**config.mk**
```make
export PLATFORM = sky130hd
export DESIGN_NAME = katakana_to_hiragana_stream_top_flat
export DESIGN_NICKNAME = d
export VERILOG_FILES = /design/src/hdl/kth_pkg.sv /design/src/hdl/kth_in_if.sv /design/src/hdl/kth_out_if.sv /design/src/hdl/kth_conv.sv /design/src/hdl/katakana_to_hiragana_stream_top.sv /design/src/flat_wrapper.sv
export SDC_FILE = /design/constraint.sdc
export NUM_CORES = 1
export LEC_CHECK = 0
export BUFFER_PORTS_ARGS = -buffer_cell sky130_fd_sc_hd__buf_4
export CAP_MARGIN = 20
export CELL_PAD_IN_SITES_DETAIL_PLACEMENT = 2
export CELL_PAD_IN_SITES_GLOBAL_PLACEMENT = 2
export CORE_MARGIN = 2
export CORE_UTILIZATION = 37
export DETAILED_ROUTE_END_ITERATION = 10
export PLACE_DENSITY_LB_ADDON = 0.1
export SYNTH_ARGS = -nofsm -noshare
export SYNTH_HDL_FRONTEND = slang
export SYNTH_SLANG_ARGS = --single-unit
```
**constraint.sdc**
```tcl
create_clock -name clk -period 5.6 [get_ports clk]
set_clock_uncertainty 0.15 [all_clocks]
set_input_delay 1.12 -clock clk [delete_from_list [all_inputs] [get_ports clk]]
set_output_delay 1.12 -clock clk [all_outputs]
set_load 0.05 [all_outputs]
```
**src/hdl/kth_pkg.sv**
```systemverilog
`timescale 1ns / 1ps
package kth_pkg;

    localparam int CP_W = 21;

    typedef logic [CP_W-1:0] cp_t;

    // Vowel codes of the kana table.
    typedef logic [2:0] vowel_t;
    localparam vowel_t VOW_NONE = 3'd0;
    localparam vowel_t VOW_A    = 3'd1;
    localparam vowel_t VOW_I    = 3'd2;
    localparam vowel_t VOW_U    = 3'd3;
    localparam vowel_t VOW_E    = 3'd4;
    localparam vowel_t VOW_O    = 3'd5;

    localparam cp_t SMALL_KA        = 21'h030F5;
    localparam cp_t SMALL_KE        = 21'h030F6;
    localparam cp_t PROLONGED_MARK  = 21'h030FC;
    localparam cp_t HIRA_FIRST      = 21'h03041;
    localparam cp_t HIRA_LAST       = 21'h03096;
    localparam cp_t KATA_FIRST      = 21'h030A1;
    localparam cp_t KATA_SHIFT_LAST = 21'h030F4;
    localparam cp_t KATA_TAIL_LAST  = 21'h030FA;
    localparam cp_t KATA_OFFSET     = KATA_FIRST - HIRA_FIRST;

    localparam cp_t KANA_A = 21'h03042;
    localparam cp_t KANA_I = 21'h03044;
    localparam cp_t KANA_U = 21'h03046;
    localparam cp_t KANA_E = 21'h03048;

    localparam int HIRA_N = 86;
    localparam int TAIL_N = 7;

    // Vowel of each hiragana from U+3041 on.
    localparam vowel_t HIRA_VOWEL [HIRA_N] = '{
        VOW_A, VOW_A, VOW_I, VOW_I, VOW_U, VOW_U, VOW_E, VOW_E, VOW_O, VOW_O,
        VOW_A, VOW_A, VOW_I, VOW_I, VOW_U, VOW_U, VOW_E, VOW_E, VOW_O, VOW_O,
        VOW_A, VOW_A, VOW_I, VOW_I, VOW_U, VOW_U, VOW_E, VOW_E, VOW_O, VOW_O,
        VOW_A, VOW_A, VOW_I, VOW_I, VOW_U, VOW_U, VOW_U, VOW_E, VOW_E, VOW_O,
        VOW_O,
        VOW_A, VOW_I, VOW_U, VOW_E, VOW_O,
        VOW_A, VOW_A, VOW_A, VOW_I, VOW_I, VOW_I, VOW_U, VOW_U, VOW_U, VOW_E,
        VOW_E, VOW_E, VOW_O, VOW_O, VOW_O,
        VOW_A, VOW_I, VOW_U, VOW_E, VOW_O,
        VOW_A, VOW_A, VOW_U, VOW_U, VOW_O, VOW_O,
        VOW_A, VOW_I, VOW_U, VOW_E, VOW_O,
        VOW_A, VOW_A, VOW_I, VOW_E, VOW_O, VOW_NONE, VOW_NONE, VOW_NONE,
        VOW_NONE
    };

    // Vowels of the katakana tail U+30F4 to U+30FA.
    localparam vowel_t TAIL_VOWEL [TAIL_N] = '{
        VOW_U, VOW_A, VOW_E, VOW_A, VOW_I, VOW_E, VOW_O
    };

    // History carried from one item to the next.
    typedef struct packed {
        logic   valid;
        vowel_t vowel;
    } hist_t;

    function automatic vowel_t vowel_of(input cp_t c);
        cp_t    h;
        cp_t    diff;
        vowel_t v;
        h = c;
        v = VOW_NONE;
        if (c >= KATA_FIRST && c < KATA_SHIFT_LAST)
        begin
            h = c - KATA_OFFSET;
        end
        if (c >= KATA_SHIFT_LAST && c <= KATA_TAIL_LAST)
        begin
            diff = c - KATA_SHIFT_LAST;
            v = TAIL_VOWEL[diff[2:0]];
        end
        else if (h >= HIRA_FIRST && h <= HIRA_LAST)
        begin
            diff = h - HIRA_FIRST;
            v = HIRA_VOWEL[diff[6:0]];
        end
        return v;
    endfunction

endpackage

```
**src/hdl/kth_in_if.sv**
```systemverilog
`timescale 1ns / 1ps
interface kth_in_if;
    logic             valid;
    logic             ready;
    kth_pkg::cp_t     code_point;
    logic             start_of_text;

    modport source (output valid, output code_point, output start_of_text, input ready);
    modport sink (input valid, input code_point, input start_of_text, output ready);
endinterface

```
**src/hdl/kth_out_if.sv**
```systemverilog
`timescale 1ns / 1ps
interface kth_out_if;
    logic             valid;
    logic             ready;
    kth_pkg::cp_t     converted_point;

    modport source (output valid, output converted_point, input ready);
    modport sink (input valid, input converted_point, output ready);
endinterface

```
**src/hdl/kth_conv.sv**
```systemverilog
`timescale 1ns / 1ps
module kth_conv (
    input  kth_pkg::cp_t    code_point,
    input  logic            start_of_text,
    input  kth_pkg::hist_t  hist,
    output kth_pkg::cp_t    result,
    output kth_pkg::vowel_t result_vowel
);

    logic         hist_ok;
    kth_pkg::cp_t mark_kana;

    assign hist_ok = hist.valid && !start_of_text;

    always_comb
    begin
        mark_kana = code_point;
        case (hist.vowel)
            kth_pkg::VOW_A: mark_kana = kth_pkg::KANA_A;
            kth_pkg::VOW_I: mark_kana = kth_pkg::KANA_I;
            kth_pkg::VOW_U: mark_kana = kth_pkg::KANA_U;
            kth_pkg::VOW_E: mark_kana = kth_pkg::KANA_E;
            kth_pkg::VOW_O: mark_kana = kth_pkg::KANA_U;
            default:        mark_kana = code_point;
        endcase
    end

    always_comb
    begin
        result = code_point;
        if (code_point == kth_pkg::SMALL_KA || code_point == kth_pkg::SMALL_KE)
        begin
            result = code_point;
        end
        else if (code_point == kth_pkg::PROLONGED_MARK)
        begin
            if (hist_ok)
            begin
                result = mark_kana;
            end
        end
        else if (code_point >= kth_pkg::KATA_FIRST && code_point <= kth_pkg::KATA_SHIFT_LAST)
        begin
            result = code_point - kth_pkg::KATA_OFFSET;
        end
    end

    // Only the vowel of the result is kept as history.
    assign result_vowel = kth_pkg::vowel_of(result);

endmodule

```
**src/hdl/katakana_to_hiragana_stream_top.sv**
```systemverilog
`timescale 1ns / 1ps
// Converts a stream of code points from katakana to hiragana, one request per
// clock cycle sustained while out.ready holds. The result is presented once its
// request has passed the input register and the result register.
// The throughput is set by the one-character history loop: the vowel of each
// result is written back into a history register in the same cycle the item
// moves from the input register into the result register, so the next item
// sees it at once. A set start_of_text flag makes its item ignore that history.
module katakana_to_hiragana_stream_top (
    input  logic      clk,
    input  logic      rst_n,
    kth_in_if.sink    in,
    kth_out_if.source out
);

    logic            in_valid_reg;
    kth_pkg::cp_t    in_cp_reg;
    logic            in_sot_reg;
    logic            out_valid_reg;
    kth_pkg::cp_t    out_cp_reg;
    kth_pkg::hist_t  hist_reg;
    kth_pkg::hist_t  hist_next;
    logic            adv;
    kth_pkg::cp_t    result;
    kth_pkg::vowel_t result_vowel;

    assign adv      = in_valid_reg && (!out_valid_reg || out.ready);
    assign in.ready = !in_valid_reg || adv;

    kth_conv u_conv (
        .code_point    (in_cp_reg),
        .start_of_text (in_sot_reg),
        .hist          (hist_reg),
        .result        (result),
        .result_vowel  (result_vowel)
    );

    always_comb
    begin
        hist_next = hist_reg;
        if (adv)
        begin
            hist_next.valid = 1'b1;
            hist_next.vowel = result_vowel;
        end
    end

    always_ff @(posedge clk or negedge rst_n)
    begin
        if (!rst_n)
        begin
            in_valid_reg  <= 1'b0;
            out_valid_reg <= 1'b0;
            hist_reg      <= '0;
        end
        else
        begin
            if (in.ready)
            begin
                in_valid_reg <= in.valid;
            end
            if (adv)
            begin
                out_valid_reg <= 1'b1;
            end
            else if (out.ready)
            begin
                out_valid_reg <= 1'b0;
            end
            hist_reg <= hist_next;
        end
    end

    always_ff @(posedge clk)
    begin
        if (in.valid && in.ready)
        begin
            in_cp_reg  <= in.code_point;
            in_sot_reg <= in.start_of_text;
        end
        if (adv)
        begin
            out_cp_reg <= result;
        end
    end

    assign out.valid           = out_valid_reg;
    assign out.converted_point = out_cp_reg;

    a_adv_fills_out: assert property (@(posedge clk) disable iff (!rst_n)
        adv |=> out_valid_reg)
        else $error("advanced request did not reach the result register");

    a_adv_sets_hist: assert property (@(posedge clk) disable iff (!rst_n)
        adv |=> hist_reg.valid)
        else $error("history not marked valid after a request");

    a_hold_input: assert property (@(posedge clk) disable iff (!rst_n)
        in_valid_reg && !adv |=> in_valid_reg && $stable(in_cp_reg))
        else $error("stalled input request was lost or changed");

endmodule

```
**src/flat_wrapper.sv**
```systemverilog
// flat-port wrapper written by rule: the top's interface ports become plain ports
module katakana_to_hiragana_stream_top_flat 
  (clk, rst_n, in_valid, in_code_point, in_start_of_text, in_ready, out_valid, out_converted_point, out_ready);
  kth_in_if in_i ();
  kth_out_if out_i ();
  input  logic clk;
  input  logic rst_n;
  input wire logic [$bits(in_i.valid)-1:0] in_valid;
  input wire logic [$bits(in_i.code_point)-1:0] in_code_point;
  input wire logic [$bits(in_i.start_of_text)-1:0] in_start_of_text;
  output wire logic [$bits(in_i.ready)-1:0] in_ready;
  output wire logic [$bits(out_i.valid)-1:0] out_valid;
  output wire logic [$bits(out_i.converted_point)-1:0] out_converted_point;
  input wire logic [$bits(out_i.ready)-1:0] out_ready;
  assign in_i.valid = in_valid;
  assign in_i.code_point = in_code_point;
  assign in_i.start_of_text = in_start_of_text;
  assign in_ready = in_i.ready;
  assign out_valid = out_i.valid;
  assign out_converted_point = out_i.converted_point;
  assign out_i.ready = out_ready;
  katakana_to_hiragana_stream_top u_core (.clk(clk), .rst_n(rst_n), .in(in_i), .out(out_i));
endmodule
```
After elaboration in Yosys (flattened, before gate mapping)
Memories as Yosys holds them, arrays and structs flattened.
Index checks and enable logic that the tools add are counted.
Widths: inputs -> output; s select.
Cells by class
  add/sub/neg operators: 4
  order comparisons: 10
  eq/ne operators: 8
  muxes and demuxes: 14
  bitwise operators: 2
  reductions and logical operators: 15
Operator list (count)
  $mux 21: 5
  $ge 21x14->1 const B: 4
  $pmux 21 s4: 1
  $eq 21x14->1 const B: 3
  $le 21x14->1 const B: 3
  $sub 21x7->21 const B: 2
  $lt 21x14->1 const B: 1
  $mux 3: 6
  $ge 8x8->1 const B: 1
  $not 7->8: 1
  $logic_and 1x1->1: 7
  $sub 7x7->7 const B: 1
  $eq 3x2->1 const B: 2
  $eq 3x3->1 const B: 2
  $ge 4x4->1 const B: 1
  $not 3->4: 1
  $eq 3x1->1 const B: 1
  $logic_not 1->1: 3
  $logic_or 1x1->1: 3
  $sub 3x3->3 const B: 1
  $mux 1: 2
  $reduce_bool 2->1: 1
  $reduce_or 2->1: 1
Word-level totals
  register bits: 49
  memory bits (read-only): 408
  input port bits: 26
  output and inout port bits: 23
  word-level logic and storage cells: 62
  memories: 2
Memory list
  (no name shown): words 128, width 3, read ports 1, clocked after Yosys merged registers in 0, write ports 0, RTL line kth_pkg.sv:81  | v = HIRA_VOWEL[diff[6:0]];
  (no name shown): words 8, width 3, read ports 1, clocked after Yosys merged registers in 0, write ports 0, RTL line kth_pkg.sv:76  | v = TAIL_VOWEL[diff[2:0]];

Logic depth before layout (Yosys ltp)
  word-level depth: 16
  gate-level depth with buffers: 19
  mapped depth without buffers: 18

By module
From an unflattened synthesis, not the netlist that was laid out.
Second synthesis, totals
  cells, all modules: 305
  area, all modules: 3389.5 µm²
By module, submodules not included
  kth_conv: instances 1, cells each 245, area each 1840.5 µm², sequential area each 0.0 µm²
  katakana_to_hiragana_stream_top: instances 1, cells each 60, area each 1549.0 µm², sequential area each 1441.4 µm²

Worst setup path before layout
OpenSTA, ideal clock, no wires.
  path kind: register to register
  start point: reg u_core.in_cp_reg[1]
  end point: reg u_core.hist_reg[0] (netlist bit)
  setup time: 0.095 ns
  arrival: 4.456 ns
  setup slack: 0.898 ns
  cell stages (with the launch flop): 19
  path buffers: 2
  cells stage by stage: edfxtp_1 clkbuf_1 or4_4 or2_1 a221o_1 o211ai_4 mux2_4 buf_6 inv_1 ha_1 o21ai_0 o21ai_0 a31oi_1 mux2_2 or3_4 o211a_1 o41ai_1 o2111ai_1 o31ai_1
On the way
  cells in the longest elaborated chain, start to end: 15
RTL lines
  start, declared: RTL line katakana_to_hiragana_stream_top.sv:17  | kth_pkg::cp_t in_cp_reg;
  start signal, assigned: RTL line katakana_to_hiragana_stream_top.sv:78  | in_cp_reg <= in.code_point;
  $ge 21x14->1 / $le 21x14->1 (equally long branches): RTL line kth_conv.sv:42  | else if (code_point >= kth_pkg::KATA_FIRST && code_point <= kth_pkg::KATA_SHIFT_LAST)
  $logic_and 1x1->1: RTL line kth_conv.sv:42
  $mux 21: RTL line kth_conv.sv:42
  $mux 21: RTL line kth_conv.sv:35  | else if (code_point == kth_pkg::PROLONGED_MARK)
  $mux 21 *: RTL line kth_conv.sv:31  | if (code_point == kth_pkg::SMALL_KA || code_point == kth_pkg::SMALL_KE)
  via u_core.result[5]: RTL line katakana_to_hiragana_stream_top.sv:24  | kth_pkg::cp_t result;
  $ge 21x14->1 / $lt 21x14->1 (equally long branches): RTL line kth_pkg.sv:69  | if (c >= KATA_FIRST && c < KATA_SHIFT_LAST)
  $logic_and 1x1->1: RTL line kth_pkg.sv:69
  $mux 21: RTL line kth_pkg.sv:69
  $sub 7x7->7: RTL line kth_pkg.sv:80  | diff = h - HIRA_FIRST;
  $not 7->8 (not written as such): RTL line kth_pkg.sv:81
  $mem_v2 128x3
  $mux 3 (not written as such) (2 in a row): RTL line kth_pkg.sv:81
  $mux 3: RTL line kth_pkg.sv:78  | else if (h >= HIRA_FIRST && h <= HIRA_LAST)
  $mux 3 *: RTL line kth_pkg.sv:73  | if (c >= KATA_SHIFT_LAST && c <= KATA_TAIL_LAST)
  end signal, assigned: RTL line katakana_to_hiragana_stream_top.sv:70  | hist_reg <= hist_next;
  end, declared: RTL line katakana_to_hiragana_stream_top.sv:21  | kth_pkg::hist_t hist_reg;
Mark *: on every way through the listed nets, which the timed path passes. The rest lies on a longest branch. The select of a mux whose other input is x is not followed.
A chain may end at the register's enable or synchronous reset.

Worst setup path after layout
  start point: reg u_core.in_cp_reg[5]
  end point: reg u_core.hist_reg[0] (netlist bit)
The elaborated chain is that of the path after synthesis.

==> metrics.txt <==
ys flop type=edfxtp_1; largest family of logic cells by synthesized area=simple AND/OR/NAND/NOR gates; Synth area leader=edfxtp_1; CP max stage cell=edfxtp_1; Hold Crit Class=flop to flop; Via-to-Cell Ratio=5.91; first-pass GRT wire length=17.5 mm; CTS tree=done; Slew headroom=about 34%; synthesized-area fraction occupied by adder cells=approximately 5.5%; RR Endpoint=u_core.hist_reg[0]; sequential cell area=around 0.0014 sq mm; per-cell routed wire length=between 20 and 25 um; synthesized area per cell=about 10 sq um; VDD IR max=0.148 mV; layout cells sized above 1=between 20% and 30%; Final Routed Wirelength=roughly 11 mm; TritonRoute pass-1 iters=4; H-tree levels=2; Final ANT Viol Nets=0; most frequent cells in the layout=68 x buf_4, 43 x edfxtp_1, 27 x nand2_1; Critical Path RT=between 5 and 6 ns; Synth cell types=73; compound-gate portion of the synthesized area=19.4%; Cell Pwr Density=225 mW/mm^2; # IOs=between 40 and 50; gr usage total=between 20% and 30%; status=complete, no violations; clock buffer depth=2; R2R depth=16; Seq/Total Area, Yosys=42.3%; placed cell areas=0.00388 sq mm; total die area=around 0.01 sq mm; crit path max fanout=11; Final min period=5.39 ns; hold_sp=u_core.in_cp_reg[17]; CTS root buf=clkbuf_8; YS warnings=0; Final TNS setup=0 ns; actual slew at the worst max-slew pin=about 1.0 ns; CP Cell Sequence=nand3_1 > or4_4 > o211a_1 > o211ai_4 > mux2_4 > inv_1 > ha_1 > o21ai_1 > o21ai_1 > a31oi_1 > mux2_2 > or3_4 > o211a_1 > o41ai_2 > o2111ai_1 > o31ai_2; CP Capture Type=flop; Synth Area in XOR/XNOR=less than 1%; Final Slew Violations=0; via count=between 2,000 and 3,000; Antenna diodes=0; Worst EP arrival=5.44 ns; Design Power=905 uW; final setup fails=0; Max-cap violations=0; CTS clk-pin slew, worst paths=roughly 0.10 ns; Syn Std Cell Area=between 0.003 and 0.004 sq mm; Area contributors post-synth=edfxtp_1 38%, ha_1 5.5%, dfrtp_1 4.4%; Starting Density=between 30% and 40%; filler cell count=approximately 970; mux share of post-synthesis cell area=3.53%; simple-gate share of the synthesized area=22.7%; Final Hold Viols=0; layout net count=about 430; Final Cell Area=about 0.0040 sq mm; clk_lat worst skew=between 0.3 and 0.4 ns; leakage power=1.56 nW; Die H=99.9 um; Area Growth Syn to Fin=18.4%; global route overflow=0; most common cell after layout, fill and taps aside=buf_4; die width=99.9 um; Post-synth EDFFs=43; Rows=35; Peak Freq=186 MHz; drt drc=0; Syn Nets=379; reg2reg setup slack=between 0.2 and 0.25 ns; vias in the first global route=3,122; Core Util, Final=44.5%; Cells after Synth=roughly 340; Reg-to-Reg Start=u_core.in_cp_reg[5]; Iteration-0 DRC Markers=around 140; PortBufs=between 40 and 50; GPL Wtd Cong=0.940; initial antenna violation count=0; unrepaired setup endpoints after global routing=no; fin crit share=96.2%; ys async rst share=roughly an eighth; Synth Register Bits=49; CTS buffer count=5; # clock sinks=just under 50; Setup CP Type=flop to flop; CP startpoint kind=flop; Core Area=0.00906 sq mm; Multi-input gate area=0.00178 sq mm; largest net degree at the start of global routing=25; worst hold endpoint=u_core.out.converted_point[17]; pre-CTS setup slack=-0.107 ns; hold path depth=0; final worst slack=roughly 0.21 ns; area share of the largest cell type after synthesis=between 30 and 40%; Detail Placement HPWL=between 8 and 9 mm; Largest stage delay, worst path=~0.56 ns
==> Yosys cell counts (7+ instances only) <==
cell and n:
nand3_1 12, and2_1 7, ha_1 15, inv_1 14, edfxtp_1 43, nand2_1 27
and3_1 7, o21ai_0 15, nor2_1 17, nor3_1 12, clkbuf_1 22, a21oi_1 14
==> cell type report <==
cell class | count | share of cell area, %
Clock buffer | 5 | 1.71
Clock inverter | 3 | 0.497
Inverter | 18 | 1.68
Multi-Input combinational cell | 243 | 44.2
Sequential cell | 49 | 35.8
Tap cell | 111 | 3.45
Timing Repair Buffer | 68 | 12.7
==> power breakdown <==
part | internal [mW] | switching [mW]
clock | 0.0884 | 0.132
combinational | 0.0833 | 0.160
sequential | 0.426 | 0.0154
total | 0.598 | 0.307
==> critical path, delay by kind of cell (launching register included) <==
family | cells | cell delay, ns
AOI/OAI and AO/OA | 9 | 2.27
muxes | 2 | 0.75
DFF | 1 | 0.56
and+or+nand+nor | 3 | 1.17
adders and majority gates | 1 | 0.22
buffers and inverters | 1 | 0.16
==> layer usage <==
metal,global-route usage [%],routed length [um],up-vias
met1,30.1,4870,1481
li1,-,-,1374
met5,0,0,-
met3,2.65,437,12
met2,39.4,5560,71
met4,5.80,156,0
==> how the worst max path moves through the flow <==
stage          slack [ns]                  to                start
2_1_floorplan        0.90  u_core.hist_reg[0]  u_core.in_cp_reg[1]
3_3_place_gp        -0.11  u_core.hist_reg[0]  u_core.in_cp_reg[8]
3_5_place_dp        -0.11  u_core.hist_reg[0]  u_core.in_cp_reg[8]
4_1_cts              0.02  u_core.hist_reg[0]  u_core.in_cp_reg[7]
5_1_grt             0.009  u_core.hist_reg[0]  u_core.in_cp_reg[8]
6_report             0.21  u_core.hist_reg[0]  u_core.in_cp_reg[5]
==> kinds of logic (layout without fill, tap and decap cells) <==
logic type	count (synthesis)	count (layout)
mux	10	10
buf+inv	46	94
compound gates	86	86
fa+ha+maj	15	15
flops	49	49
simple gates	129	129
xor+xnor	3	3
==> stage by stage <==
| step | instances | hold slack (ns) |
|---|---|---|
| 2_1_floorplan | 338 | 0.276 |
| 3_3_place_gp | 482 | 0.286 |
| 3_5_place_dp | 482 | 0.294 |
| 4_1_cts | 491 | 0.314 |
| 5_1_grt | 497 | 0.326 |
| 6_report | 497 | 0.302 |
==> repair_timing <==
action | in CTS | in global routing
buffers inserted | 1 | 6
hold buffers | 0 | 0
resized for setup | 2 | 3
endpoints found under the setup margin | 1 | 1
pin swaps | 0 | 2
Note: power is estimated with default switching activity, not from simulation.
